### src/hw/rtl/tilt_posture_alarm_core_macros.svh
// Assertion macros used by the tilt posture alarm sequencer.
`ifndef TILT_POSTURE_ALARM_CORE_MACROS_SVH
`define TILT_POSTURE_ALARM_CORE_MACROS_SVH
`ifndef SYNTH
`define TPA_ASSERT(lbl, prop, msg) \
  lbl: assert property (@(posedge clk_i) disable iff (!rst_ni) prop) else $error(msg);
`define TPA_ASSERT_ALWAYS(lbl, prop, msg) \
  lbl: assert property (@(posedge clk_i) prop) else $error(msg);
`else
`define TPA_ASSERT(lbl, prop, msg)
`define TPA_ASSERT_ALWAYS(lbl, prop, msg)
`endif
`endif

### src/hw/rtl/tpa_pkg.sv
// Shared types, constants and the arctangent table of the tilt posture alarm.
`timescale 1ns / 1ps
package tpa_pkg;
  localparam int CORDIC_ITERS = 16;
  localparam int ROOT_STEPS   = 17;
  localparam int ITER_W       = 5;
  localparam int CW           = 27;
  localparam int ZW           = 25;
  localparam int AW           = 17;
  localparam logic signed [AW-1:0] ANGLE_MAX = 17'sd23040;

  localparam logic [1:0] REG_RED_LIMIT    = 2'd0;
  localparam logic [1:0] REG_YELLOW_LIMIT = 2'd1;
  localparam logic [1:0] REG_NOTIFY_DELAY = 2'd2;
  localparam logic [1:0] REG_PING_INTVL   = 2'd3;

  typedef enum logic [1:0] {MUL_PITCH, MUL_ROLL, MUL_DEV} mul_sel_e;

  typedef struct packed {
    logic              load;
    logic              mul_first;
    logic              mul_next;
    mul_sel_e          mul_sel;
    logic              root_init;
    logic              root_step;
    logic              cord_init;
    logic              cord_step;
    logic              ang_store;
    logic              pass;
    logic              diff;
    logic              cal_store;
    logic              finish;
    logic [ITER_W-1:0] iter;
  } tpa_cmd_t;

  typedef struct packed {
    logic is_cal;
  } tpa_stat_t;

  // Arctangent of 2^-i in Q16 degrees.
  function automatic logic signed [ZW-1:0] atan_tab(input logic [ITER_W-1:0] i);
    logic signed [ZW-1:0] v;
    unique case (i)
      5'd0:  v = 25'sd2949120;
      5'd1:  v = 25'sd1740967;
      5'd2:  v = 25'sd919879;
      5'd3:  v = 25'sd466945;
      5'd4:  v = 25'sd234379;
      5'd5:  v = 25'sd117304;
      5'd6:  v = 25'sd58666;
      5'd7:  v = 25'sd29335;
      5'd8:  v = 25'sd14668;
      5'd9:  v = 25'sd7334;
      5'd10: v = 25'sd3667;
      5'd11: v = 25'sd1833;
      5'd12: v = 25'sd917;
      5'd13: v = 25'sd458;
      5'd14: v = 25'sd229;
      5'd15: v = 25'sd115;
      5'd16: v = 25'sd57;
      5'd17: v = 25'sd29;
      5'd18: v = 25'sd14;
      5'd19: v = 25'sd7;
      5'd20: v = 25'sd4;
      5'd21: v = 25'sd2;
      5'd22: v = 25'sd1;
      default: v = 25'sd0;
    endcase
    return v;
  endfunction
endpackage

### src/hw/rtl/tilt_posture_alarm_core.sv
// Top level of the accelerometer tilt posture alarm.
`timescale 1ns / 1ps
// Each sample word yields pitch and roll by a 16-step CORDIC, corrected by the
// calibrated offsets, their floor-root magnitude as deviation, the red and yellow
// flags, and the alert and ping timer events; a calibrate word (tuser high)
// takes new offsets from the last sample and returns no word. One shared
// squarer, a bit-serial square root and the CORDIC unit are stepped by the
// sequencer; a new word is taken once the previous one has left the
// datapath, while a finished result may still wait in the output register.
module tilt_posture_alarm_core import tpa_pkg::*; (
  input  logic        clk_i,
  input  logic        rst_ni,
  input  logic        s_axis_tvalid,
  output logic        s_axis_tready,
  input  logic [79:0] s_axis_tdata,  // accel_x, accel_y, accel_z, now_ms
  input  logic        s_axis_tuser,  // cmd
  output logic        m_axis_tvalid,
  input  logic        m_axis_tready,
  output logic [55:0] m_axis_tdata,  // tilt_x, tilt_y, deviation, is_red,
                                     // is_yellow, alert, ping, zero pad
  input  logic        cfg_we_i,
  input  logic [1:0]  cfg_idx_i,
  input  logic [15:0] cfg_wdata_i
);
  tpa_cmd_t    cmd;
  tpa_stat_t   stat;
  logic [53:0] out_data;

  tpa_ctrl u_ctrl (
    .clk_i      (clk_i),
    .rst_ni     (rst_ni),
    .in_valid_i (s_axis_tvalid),
    .in_ready_o (s_axis_tready),
    .out_valid_o(m_axis_tvalid),
    .out_ready_i(m_axis_tready),
    .stat_i     (stat),
    .cmd_o      (cmd)
  );

  tpa_dp u_dp (
    .clk_i      (clk_i),
    .rst_ni     (rst_ni),
    .cmd_i      (cmd),
    .stat_o     (stat),
    .in_cmd_i   (s_axis_tuser),
    .in_data_i  (s_axis_tdata),
    .cfg_we_i   (cfg_we_i),
    .cfg_idx_i  (cfg_idx_i),
    .cfg_wdata_i(cfg_wdata_i),
    .out_data_o (out_data)
  );

  assign m_axis_tdata = {2'b00, out_data};
endmodule

### src/hw/rtl/tpa_ctrl.sv
// Sequencer that steps the tilt datapath through angles, root and alarm update.
`timescale 1ns / 1ps
`include "tilt_posture_alarm_core_macros.svh"
module tpa_ctrl import tpa_pkg::*; (
  input  logic      clk_i,
  input  logic      rst_ni,
  input  logic      in_valid_i,
  output logic      in_ready_o,
  output logic      out_valid_o,
  input  logic      out_ready_i,
  input  tpa_stat_t stat_i,
  output tpa_cmd_t  cmd_o
);
  localparam logic [3:0] S_IDLE   = 4'd0;
  localparam logic [3:0] S_MUL0   = 4'd1;
  localparam logic [3:0] S_MUL1   = 4'd2;
  localparam logic [3:0] S_RINIT  = 4'd3;
  localparam logic [3:0] S_ROOT   = 4'd4;
  localparam logic [3:0] S_CINIT  = 4'd5;
  localparam logic [3:0] S_CORD   = 4'd6;
  localparam logic [3:0] S_ANG    = 4'd7;
  localparam logic [3:0] S_DIFF   = 4'd8;
  localparam logic [3:0] S_DMUL0  = 4'd9;
  localparam logic [3:0] S_DMUL1  = 4'd10;
  localparam logic [3:0] S_DRINIT = 4'd11;
  localparam logic [3:0] S_DROOT  = 4'd12;
  localparam logic [3:0] S_DONE   = 4'd13;

  logic [3:0]        state_q, state_d;
  logic [ITER_W-1:0] cnt_q, cnt_d;
  logic              pass_q, pass_d;
  logic              oval_q, oval_d;
  logic              out_free;

  assign in_ready_o  = (state_q == S_IDLE);
  assign out_valid_o = oval_q;
  assign out_free    = !oval_q || out_ready_i;

  always_comb begin
    state_d = state_q;
    cnt_d   = cnt_q;
    pass_d  = pass_q;
    oval_d  = oval_q && !out_ready_i;
    cmd_o   = '0;
    cmd_o.pass    = pass_q;
    cmd_o.iter    = cnt_q;
    cmd_o.mul_sel = pass_q ? MUL_ROLL : MUL_PITCH;
    unique case (state_q)
      S_IDLE: begin
        if (in_valid_i) begin
          cmd_o.load = 1'b1;
          pass_d     = 1'b0;
          state_d    = S_MUL0;
        end
      end
      S_MUL0: begin
        cmd_o.mul_first = 1'b1;
        state_d = S_MUL1;
      end
      S_MUL1: begin
        cmd_o.mul_next = 1'b1;
        state_d = S_RINIT;
      end
      S_RINIT: begin
        cmd_o.root_init = 1'b1;
        cnt_d   = '0;
        state_d = S_ROOT;
      end
      S_ROOT: begin
        cmd_o.root_step = 1'b1;
        cnt_d = cnt_q + 1'b1;
        if (cnt_q == ITER_W'(ROOT_STEPS - 1)) begin
          state_d = S_CINIT;
        end
      end
      S_CINIT: begin
        cmd_o.cord_init = 1'b1;
        cnt_d   = '0;
        state_d = S_CORD;
      end
      S_CORD: begin
        cmd_o.cord_step = 1'b1;
        cnt_d = cnt_q + 1'b1;
        if (cnt_q == ITER_W'(CORDIC_ITERS - 1)) begin
          state_d = S_ANG;
        end
      end
      S_ANG: begin
        cmd_o.ang_store = 1'b1;
        if (!pass_q) begin
          pass_d  = 1'b1;
          state_d = S_MUL0;
        end else begin
          state_d = S_DIFF;
        end
      end
      S_DIFF: begin
        if (stat_i.is_cal) begin
          cmd_o.cal_store = 1'b1;
          state_d = S_IDLE;
        end else begin
          cmd_o.diff = 1'b1;
          state_d = S_DMUL0;
        end
      end
      S_DMUL0: begin
        cmd_o.mul_sel   = MUL_DEV;
        cmd_o.mul_first = 1'b1;
        state_d = S_DMUL1;
      end
      S_DMUL1: begin
        cmd_o.mul_sel  = MUL_DEV;
        cmd_o.mul_next = 1'b1;
        state_d = S_DRINIT;
      end
      S_DRINIT: begin
        cmd_o.root_init = 1'b1;
        cnt_d   = '0;
        state_d = S_DROOT;
      end
      S_DROOT: begin
        cmd_o.root_step = 1'b1;
        cnt_d = cnt_q + 1'b1;
        if (cnt_q == ITER_W'(ROOT_STEPS - 1)) begin
          state_d = S_DONE;
        end
      end
      S_DONE: begin
        if (out_free) begin
          cmd_o.finish = 1'b1;
          oval_d  = 1'b1;
          state_d = S_IDLE;
        end
      end
      default: state_d = S_IDLE;
    endcase
  end

  always_ff @(posedge clk_i or negedge rst_ni) begin
    if (!rst_ni) begin
      state_q <= S_IDLE;
      cnt_q   <= '0;
      pass_q  <= 1'b0;
      oval_q  <= 1'b0;
    end else begin
      state_q <= state_d;
      cnt_q   <= cnt_d;
      pass_q  <= pass_d;
      oval_q  <= oval_d;
    end
  end

  `TPA_ASSERT(a_word_from_done, $rose(oval_q) |-> $past(state_q) == S_DONE, "result word not from final state")
  `TPA_ASSERT(a_busy_after_accept, (in_valid_i && in_ready_o) |=> state_q != S_IDLE, "accepted word dropped")
  `TPA_ASSERT(a_cnt_bound, cnt_q <= ITER_W'(ROOT_STEPS > CORDIC_ITERS ? ROOT_STEPS : CORDIC_ITERS), "step counter overran")
  `TPA_ASSERT(a_hold_word, (oval_q && !out_ready_i) |=> oval_q, "result word lost while stalled")
endmodule

### src/hw/rtl/tpa_dp.sv
// Datapath: squarer, bit-serial square root, CORDIC angle unit and alarm timers.
`timescale 1ns / 1ps
module tpa_dp import tpa_pkg::*; (
  input  logic        clk_i,
  input  logic        rst_ni,
  input  tpa_cmd_t    cmd_i,
  output tpa_stat_t   stat_o,
  input  logic        in_cmd_i,
  input  logic [79:0] in_data_i,
  input  logic        cfg_we_i,
  input  logic [1:0]  cfg_idx_i,
  input  logic [15:0] cfg_wdata_i,
  output logic [53:0] out_data_o
);
  logic [15:0] red_q, yellow_q, notify_q, ping_iv_q;
  logic signed [15:0] opx_q, opy_q, opz_q, last_x_q, last_y_q, last_z_q;
  logic        is_cal_q;
  logic [31:0] now_q;
  logic [33:0] acc_q, rv_q;
  logic [18:0] rem_q;
  logic [16:0] root_q;
  logic signed [CW-1:0] cx_q, cy_q;
  logic signed [ZW-1:0] cz_q;
  logic signed [AW-1:0] pitch_q, roll_q, offp_q, offr_q, tx_q, ty_q;
  logic        in_bad_q;
  logic [31:0] bad_start_q, ping_start_q;
  logic [53:0] out_q;

  assign stat_o.is_cal = is_cal_q;
  assign out_data_o    = out_q;

  // Squarer operand and accumulated sum of squares.
  logic signed [AW-1:0]   mul_a;
  logic signed [2*AW-1:0] prod;
  always_comb begin
    unique case (cmd_i.mul_sel)
      MUL_PITCH: mul_a = cmd_i.mul_next ? AW'(opz_q) : AW'(opy_q);
      MUL_ROLL:  mul_a = cmd_i.mul_next ? AW'(opz_q) : AW'(opx_q);
      MUL_DEV:   mul_a = cmd_i.mul_next ? ty_q : tx_q;
      default:   mul_a = '0;
    endcase
    prod = mul_a * mul_a;
  end

  // One result bit of the floor square root per step.
  logic [20:0] rem_w, trial;
  logic        take;
  always_comb begin
    rem_w = {rem_q, rv_q[33:32]};
    trial = {2'b00, root_q, 2'b01};
    take  = (rem_w >= trial);
  end

  // CORDIC vectoring step.
  logic signed [15:0]   ang_a;
  logic signed [CW-1:0] dx, dy;
  logic signed [ZW-1:0] zr, zs;
  logic signed [AW-1:0] ang, clamp;
  always_comb begin
    ang_a = cmd_i.pass ? opy_q : opx_q;
    dx    = cy_q >>> cmd_i.iter;
    dy    = cx_q >>> cmd_i.iter;
    zr    = cz_q + ZW'(128);
    zs    = zr >>> 8;
    if (zs > ZW'(ANGLE_MAX)) begin
      clamp = ANGLE_MAX;
    end else if (zs < -ZW'(ANGLE_MAX)) begin
      clamp = -ANGLE_MAX;
    end else begin
      clamp = zs[AW-1:0];
    end
    priority if (ang_a == 16'sd0) begin
      ang = '0;
    end else if (root_q == '0) begin
      ang = ang_a[15] ? -ANGLE_MAX : ANGLE_MAX;
    end else begin
      ang = clamp;
    end
  end

  // Deviation compare and the dwell and ping timers.
  logic [15:0] dev;
  logic        red, yellow, alert, ping_hit;
  logic [31:0] bs, notify_ms, ping_ms;
  always_comb begin
    dev       = root_q[16] ? 16'hFFFF : root_q[15:0];
    red       = dev > red_q;
    yellow    = dev > yellow_q;
    notify_ms = 32'(notify_q) * 32'd1000;
    ping_ms   = 32'(ping_iv_q) * 32'd1000;
    bs        = in_bad_q ? bad_start_q : now_q;
    alert     = red && ((now_q - bs) >= notify_ms) && (notify_q != '0);
    ping_hit  = (now_q - ping_start_q) >= ping_ms;
  end

  always_ff @(posedge clk_i or negedge rst_ni) begin
    if (!rst_ni) begin
      red_q        <= 16'd3840;
      yellow_q     <= 16'd1280;
      notify_q     <= 16'd60;
      ping_iv_q    <= 16'd10;
      last_x_q     <= '0;
      last_y_q     <= '0;
      last_z_q     <= '0;
      offp_q       <= '0;
      offr_q       <= '0;
      in_bad_q     <= 1'b0;
      bad_start_q  <= '0;
      ping_start_q <= '0;
      is_cal_q     <= 1'b0;
    end else begin
      if (cfg_we_i) begin
        unique case (cfg_idx_i)
          REG_RED_LIMIT:    red_q     <= cfg_wdata_i;
          REG_YELLOW_LIMIT: yellow_q  <= cfg_wdata_i;
          REG_NOTIFY_DELAY: notify_q  <= cfg_wdata_i;
          REG_PING_INTVL:   ping_iv_q <= cfg_wdata_i;
          default: ;
        endcase
      end
      if (cmd_i.load) begin
        is_cal_q <= in_cmd_i;
        if (in_cmd_i) begin
          last_x_q <= '0;
          last_y_q <= '0;
        end else begin
          last_x_q <= in_data_i[15:0];
          last_y_q <= in_data_i[31:16];
          last_z_q <= in_data_i[47:32];
        end
      end
      if (cmd_i.cal_store) begin
        offp_q <= pitch_q;
        offr_q <= roll_q;
      end
      if (cmd_i.finish) begin
        if (red) begin
          in_bad_q    <= 1'b1;
          bad_start_q <= ((now_q - bs) >= notify_ms) ? now_q : bs;
        end else begin
          in_bad_q <= 1'b0;
        end
        if (ping_hit) begin
          ping_start_q <= now_q;
        end
      end
    end
  end

  always_ff @(posedge clk_i) begin
    if (cmd_i.load) begin
      now_q <= in_data_i[79:48];
      if (in_cmd_i) begin
        opx_q <= last_x_q;
        opy_q <= last_y_q;
        opz_q <= last_z_q;
      end else begin
        opx_q <= in_data_i[15:0];
        opy_q <= in_data_i[31:16];
        opz_q <= in_data_i[47:32];
      end
    end
    if (cmd_i.mul_first) begin
      acc_q <= prod;
    end else if (cmd_i.mul_next) begin
      acc_q <= acc_q + prod;
    end
    if (cmd_i.root_init) begin
      rv_q   <= acc_q;
      rem_q  <= '0;
      root_q <= '0;
    end else if (cmd_i.root_step) begin
      rv_q   <= {rv_q[31:0], 2'b00};
      rem_q  <= take ? 19'(rem_w - trial) : rem_w[18:0];
      root_q <= {root_q[15:0], take};
    end
    if (cmd_i.cord_init) begin
      cx_q <= {2'b00, root_q, 8'h00};
      cy_q <= {{3{ang_a[15]}}, ang_a, 8'h00};
      cz_q <= '0;
    end else if (cmd_i.cord_step) begin
      if (cy_q > 0) begin
        cx_q <= cx_q + dx;
        cy_q <= cy_q - dy;
        cz_q <= cz_q + atan_tab(cmd_i.iter);
      end else begin
        cx_q <= cx_q - dx;
        cy_q <= cy_q + dy;
        cz_q <= cz_q - atan_tab(cmd_i.iter);
      end
    end
    if (cmd_i.ang_store) begin
      if (cmd_i.pass) begin
        roll_q <= -ang;
      end else begin
        pitch_q <= ang;
      end
    end
    if (cmd_i.diff) begin
      tx_q <= pitch_q - offp_q;
      ty_q <= roll_q - offr_q;
    end
    if (cmd_i.finish) begin
      out_q <= {ping_hit, alert, yellow, red, dev, ty_q, tx_q};
    end
  end
endmodule
### config.mk
export PLATFORM = sky130hd
export DESIGN_NAME = tilt_posture_alarm_core
export DESIGN_NICKNAME = d
export VERILOG_FILES = /design/src/hw/rtl/tpa_pkg.sv /design/src/hw/rtl/tilt_posture_alarm_core.sv /design/src/hw/rtl/tpa_ctrl.sv /design/src/hw/rtl/tpa_dp.sv
export VERILOG_INCLUDE_DIRS = /design/src /design/src/hw/rtl
export SDC_FILE = /design/constraint.sdc
export NUM_CORES = 2
export LEC_CHECK = 0
export BUFFER_PORTS_ARGS = -buffer_cell sky130_fd_sc_hd__buf_2
export CAP_MARGIN = 20
export CORE_ASPECT_RATIO = 0.75
export CORE_MARGIN = 2
export CORE_UTILIZATION = 67
export CTS_BUF_LIST = sky130_fd_sc_hd__clkbuf_8
export CTS_CLUSTER_SIZE = 30
export DETAILED_ROUTE_END_ITERATION = 10
export PLACE_DENSITY_LB_ADDON = 0.25
export SLEW_MARGIN = 20
export SYNTH_ARGS = -nofsm -noshare
export SYNTH_HDL_FRONTEND = slang
export SYNTH_SLANG_ARGS = --single-unit
### constraint.sdc
create_clock -name clk_i -period 21.7 [get_ports clk_i]
set_input_delay 1.085 -clock clk_i [delete_from_list [all_inputs] [get_ports clk_i]]
set_output_delay 1.085 -clock clk_i [all_outputs]
set_load 0.005 [all_outputs]
# --- Word-level counts from Yosys, hierarchy flattened ---
# Memory sizes are Yosys's and may differ from the RTL's.
# Cells that the tools add are included.
totals:
  memories: 2
  reg_bits: 608
  rom_bits: 1408
  wordCells: 191
  inputBits: 104
memory_table:
  columns: ["name", "depth", "word_bits", "rd", "rd_ports_with_merged_regs", "write_ports", "line", "source"]
  rows:
  - ["(name not given)", 32, 22, 1, 0, 0, "tpa_pkg.sv:43", "unique case (i)"]
  - ["(name not given)", 32, 22, 1, 0, 0, "tpa_pkg.sv:43", null]
op_classes:
  n_eq_ne: 25
  magnitude_cmp: 8
  mul: 3
  n_reduce_logical: 34
  shift: 2
  bitwise_logic: 1
  addsub: 15
  n_mux: 66
ops:
  columns: ["operator", "count"]
  rows:
  - ["$mux W25", 9]
  - ["$mux W17", 8]
  - ["$mux W34", 4]
  - ["$mux W16", 7]
  - ["$mux W27", 4]
  - ["$ge A32 B26 Y1", 2]
  - ["$mux W32", 2]
  - ["$sub A32 B32 Y32", 2]
  - ["$pmux W4 S14", 1]
  - ["$add A27 B27 Y27", 2]
  - ["$sshr A27 B5 Y27", 2]
  - ["$sub A27 B27 Y27", 2]
  - ["$pmux W17 S3", 1]
  - ["$mul A16 B7 Y23 const B", 2]
  - ["$add A34 B34 Y34", 1]
  - ["$mul A17 B17 Y34", 1]
  - ["$sub A17 B17 Y17", 2]
  - ["$gt A16 B16 Y1", 2]
  - ["$mux W4", 7]
  - ["$gt A27 B1 Y1 const B", 1]
  - ["$add A25 B25 Y25", 1]
  - ["$add A25 B9 Y25 const B", 1]
  - ["$sub A25 B25 Y25", 1]
  - ["$eq A4 B4 Y1 const B", 6]
  - ["34 further kinds", 83]

# --- Logic depth before layout (Yosys ltp) ---
depth:
  depth_word: 9
  ltp_mapped: 45
  ltp_nobuf: 43

# --- Hierarchy ---
# From an unflattened synthesis, not the netlist that was laid out.
hier_totals:
  cells_unflattened: 5780
  hier_area_um2: 57181.1
modules_own_cells:
  columns: ["mod", "seq_area_each_um2", "cells_per_inst", "n_inst", "area_each_um2"]
  rows:
  - ["tpa_dp", 16090.4, 5664, 1, 56242.7]
  - ["tpa_ctrl", 275.3, 113, 1, 919.6]
  - ["tilt_posture_alarm_core", 0.0, 3, 1, 18.8]

# --- Worst setup path before layout ---
# OpenSTA, ideal clock, no wires.
synth_timing:
  path_type: "reg2reg"
  from: "reg u_ctrl.state_q[0]"
  to: "reg u_dp.acc_q[32], data pin"
  synth_period_minus_slack_ps: 11326
  setup_slack_ps: 10374
  required_time_ps: 21446
  path_stages_with_launch: 43
  arrival_ps: 11071
  path_cell_list: "dfrtp_1 -> inv_1 -> nor2_1 -> nor2_1 -> nor2_1 -> nand2_1 -> clkbuf_1 -> nand2_1 -> a21oi_1 -> a21oi_1 -> clkbuf_1 -> nor2_1 -> fa_1 -> inv_1 -> fa_1 -> inv_1 -> fa_1 -> fa_1 -> [... 7 more ...] -> nor2b_1 -> nor4_1 -> a21oi_1 -> a31o_2 -> a21o_1 -> a21oi_1 -> xnor2_1 -> ha_1 -> and3_1 -> and3_1 -> a221o_1 -> a21oi_1 -> o31ai_1 -> a21oi_1 -> nor2b_1 -> o211ai_1 -> o211ai_1 -> o21a_1"
synth_via:
  elab_chain_cells: 9
synth_lines:
  columns: ["item", "line", "source"]
  rows:
  - ["start: declaration", "tpa_ctrl.sv:29", "logic [3:0] state_q, state_d;"]
  - ["start signal: assignment", "tpa_ctrl.sv:146", "state_q <= state_d;"]
  - ["$eq A4 B4 Y1 or $eq A4 B2 Y1 (tied branches)", "tpa_ctrl.sv:48", "unique case (state_q)"]
  - ["$reduce_or A2 Y1 (no line)", null, null]
  - ["$mux W2 or $mux W1 (tied branches)", "tpa_ctrl.sv:48", null]
  - ["$eq A2 B2 Y1, or another cell as far along", "tpa_dp.sv:36", "unique case (cmd_i.mul_sel)"]
  - ["$pmux W17 S3", "tpa_dp.sv:36", null]
  - ["$mul A17 B17 Y34", "tpa_dp.sv:42", "prod = mul_a * mul_a;"]
  - ["$add A34 B34 Y34", "tpa_dp.sv:166", "acc_q <= acc_q + prod;"]
  - ["$mux W34", "tpa_dp.sv:165", "end else if (cmd_i.mul_next) begin"]
  - ["$mux W34 *", "tpa_dp.sv:163", "if (cmd_i.mul_first) begin"]
  - ["end signal: assignment", "tpa_dp.sv:164", "acc_q <= prod;"]
  - ["end signal: assignment", "tpa_dp.sv:166", null]
  - ["end: declaration", "tpa_dp.sv:19", "logic [33:0] acc_q, rv_q;"]
# Every way passes the cells marked *; elsewhere a longest branch is shown, timed or not. The select of a mux whose other input is x is not followed.
# A chain may end at the register's enable or synchronous reset.

# --- Worst setup path in the final report ---
layout_timing:
  from: "reg u_ctrl.state_q[1]"
  to: "reg u_dp.acc_q[32], data pin"
# Same word-level chain as after synthesis.

==> impl_metrics.csv <==
group,metric,value,unit
power_and_ir_drop,powerDensity,96.3,mW/mm2
timing,final_hold_viol_count,0,
critical_path,slowest_delay,0.77,ns
floorplan,ios,162,
cts,cts-root-buf,"clkbuf_8",
cts,cts_buffers,98,
timing,fmax,0.0827,GHz
routing,routed_wl,151000,um
global_route,grt.total_usage,34.8,%
power_and_ir_drop,p_sw,2.56,mW
critical_path,critPathLaunchType,"flop",
power_and_ir_drop,p_leak,27.8,nW
critical_path,crit_family,"adder cells",
global_route,grt_remaining_overflow,0,
synth,synth_edf_count,306,
synth,synth_cell_types,103,
power_and_ir_drop,intPower,3.28,mW
timing,hold_slack,0.312,ns
power_and_ir_drop,peakVddDrop,0.000225,V
cts,postCtsResizedCells,0,
synth,synthFlopType,"edfxtp_1",
global_route,antenna_found_initial,2,
critical_path,end_kind,"flop",
outcome,status,"finished, final reports clean",
synth,netlist.area_leader.share,16.2,%
synth,synth_area,0.0567,mm2
synth,ys_warn_count,0,
routing,drtAntennaViolNets,0,
final_layout,drive_gt1_share,11.7,%
global_route,grt_pass1_vias,43700,
synth,yosysTopAreaCell,"edfxtp_1",
floorplan,coreArea,0.0839,mm2
critical_path,reg2reg_depth,40,
critical_path,ff2ff_setup_slack,9.61,ns
routing,num_vias,45200,
final_layout,regArea,0.0164,mm2
final_layout,multi_input_area,0.0371,mm2
floorplan,die_area,0.0869,mm2
routing,remaining_drc_errors,0,
placement,gp_congestion,0.997,
floorplan,die_w,340,um
routing,via_per_inst,6.27,
timing,worstMarginPinSlew,1.12,ns
timing,finalSetupTns,0,ns
synth,synth_seq_cells,608,
timing,clock_skew,0.0803,ns
power_and_ir_drop,swShare,43.9,%
synth,synth.top_cells.by_area,"edfxtp_1 (16%), fa_1 (13%), ha_1 (11%)",
cts,htreeDepth,3,
final_layout,layout.nets,6994,
timing,finalCritPeriodShare,55.7,%
critical_path,cp.arrival,12.60,ns
placement,place_ws,9.83,ns
critical_path,path_buf_inv,6,
floorplan,die_y,256,um
flow_run,maxCapViolCount,0,
timing,rsz0062_at_grt,"no",
routing,drtIter0Drc,5233,
synth,syn_inst,5894,
power_and_ir_drop,power_frac_comb,59.6,%
routing,post_drt_wl_per_cell,20.9,um
synth,ys_seq_area_share,28.9,%
power_and_ir_drop,power,5.84,mW
timing,drv_slew,0,
cts,ctsHoldBuffers,0,
critical_path,path_class,"flop to flop",
critical_path,critPathMaxFanout,37,
worst_hold_path,hold_path_class,"input port to async pin",
timing,setup_viol,0,
cts,clockBufferDepth,3,
floorplan,row_count,92,
power_and_ir_drop,pwr-share-clk,18.5,%
placement,hpwl,116000,um
critical_path,r2r_start,"u_ctrl.state_q[1]",
floorplan,initial_utilization,67.5,%
global_route,grt_max_degree,88,
global_route,grt_pass1_wl,241000,um
critical_path,r2r-end,"u_dp.acc_q[32]",
synth,synth-async-reset-ratio,36.7,%
cts,post_cts_buffers,0,
synth,synth.avg_cell_area,9.61,um2
routing,dr.pass1.iters,6,
critical_path,required,22.20,ns
critical_path,slowest_stage,"and2_1",
timing,fin_crit,12.09,ns
cts,clock_latency,0.78,ns
cts,cts_tree,"built",
placement,portBuffers,159,
final_layout,syn2layout_area_growth,7.09,%
cts,clk_pin_slew,0.08,ns
final_layout,num-fill-cells,6251,
cts,clock-sinks,608,
power_and_ir_drop,p_seq_share,21.8,%
timing,worst_slack,9.61,ns
timing,slew_headroom,24.9,%
[worst max path at each step]
| stage | startpoint | end | slack [ns] | cells after the start |
|---|---|---|---|---|
| 3_5_place_dp | u_ctrl.state_q[1] | u_dp.acc_q[32] | 9.83 | 40 |
| 2_1_floorplan | u_ctrl.state_q[0] | u_dp.acc_q[32] | 10.37 | 42 |
| 3_3_place_gp | u_ctrl.state_q[1] | u_dp.acc_q[32] | 10.12 | 40 |
| 5_1_grt | u_ctrl.state_q[0] | u_dp.acc_q[33] | 8.69 | 37 |
| 6_report | u_ctrl.state_q[1] | u_dp.acc_q[32] | 9.61 | 40 |
| 4_1_cts | u_ctrl.state_q[1] | u_dp.acc_q[32] | 9.77 | 40 |
[per-layer routing]
layer  global-route usage, %  vias up  part of all wire [%]
met5                       0        -                     0
met4                    8.14        0                   2.1
met3                    9.23      227                    12
met2                    49.3     2131                    42
met1                    53.1    22100                    44
li1                        -    20800                     -
[sequential cells by signal, summed over array words and instances (netlist names), 17 cells and up]
signal / cells
u_dp.acc_q: 34
u_dp.bad_start_q: 32
u_dp.cx_q: 27
u_dp.cy_q: 27
u_dp.cz_q: 25
u_dp.now_q: 32
u_dp.offp_q: 17
u_dp.offr_q: 17
u_dp.out_data_o: 54
u_dp.ping_start_q: 32
u_dp.pitch_q: 17
u_dp.rem_q: 19
u_dp.roll_q: 17
u_dp.root_q: 17
u_dp.rv_q: 34
u_dp.tx_q: 17
u_dp.ty_q: 17
[layout by cell type (no fill, tap or decap), types with 50 or more instances in the layout]
cell      instances
nor3_1           86
fa_1            382
a21o_1          104
o22ai_1          66
buf_2           158
nand2b_1         84
xor2_1          115
mux2_2          202
nand3_1          83
nor2_1          391
o21a_1           65
dfxtp_1          79
a21oi_1         334
clkbuf_8        118
xnor2_1         226
inv_1           676
mux2i_1         102
o21ai_0         277
dfrtp_1         205
nand2_1         646
nor2b_1          55
mux4_2           68
a211oi_1         50
edfxtp_1        306
ha_1            512
[cell type report]
cell class | count | area share (%)
multi-input cells | 4423 | 61.1
flip-flops and latches | 608 | 27.0
inverters | 656 | 4.06
clock buffers | 118 | 2.68
well taps | 1128 | 2.33
repair buffers | 209 | 1.99
clock inverters | 68 | 0.823
diodes | 2 | 0.00825
[logic make-up (layout without fill, tap and decap cells)]
| kind of cell | after synthesis | count (layout) | share of synthesized area [%] |
|---|---|---|---|
| multiplexers | 374 | 374 | 8.56 |
| flip-flops | 608 | 608 | 28.9 |
| XOR/XNOR | 341 | 341 | 5.27 |
| buffers and inverters | 864 | 1051 | 5.86 |
| AO/OA/AOI/OAI | 1227 | 1227 | 13.9 |
| adder cells (fa/ha/maj) | 894 | 894 | 24.8 |
| other | 1 | 4 | 0.00662 |
| AND/OR/NAND/NOR | 1585 | 1585 | 12.8 |
[cell usage after synthesis (all sizes together), types with 68 or more instances]
library cell and instances:
inv 648, a21oi 337, dfxtp 79, mux2i 102
nand3 84, mux4 68, clkbuf 144, dfrtp 211
o21ai 281, nand2b 84, nor3 91, a21o 104
edfxtp 306, xnor2 226, ha 512, xor2 115
nor2 396, fa 382, nand2 648, mux2 204
[worst reg2reg max path: cells and delay by family (launching register included)]
family	cells	cell delay (ns)
buf+inv	6	1.28
fa+ha+maj	8	3.35
mux	1	0.76
flops	1	0.72
compound gates	15	3.23
xor+xnor	1	0.17
simple gates	9	2.31
[power groups by stage]
stage	registers, mW	logic, mW	clock network, mW
after floorplan	1.28	2.52	0
after global placement	1.30	3.24	0
after detailed placement	1.30	3.37	0
after CTS	1.28	3.41	1.09
after global routing	1.28	3.88	1.14
final	1.28	3.48	1.08
[metrics by stage]
step                cell area (um2)  utilization [%]  cells
floorplan                     56700                -   5895
global placement              58500             69.7   7023
detailed placement            58500             69.7   7023
CTS                           60600             72.3   7209
global route                  60700             72.3   7212
finish                        60700             72.3   7212
No activity file was read; power rests on OpenSTA's default activity.
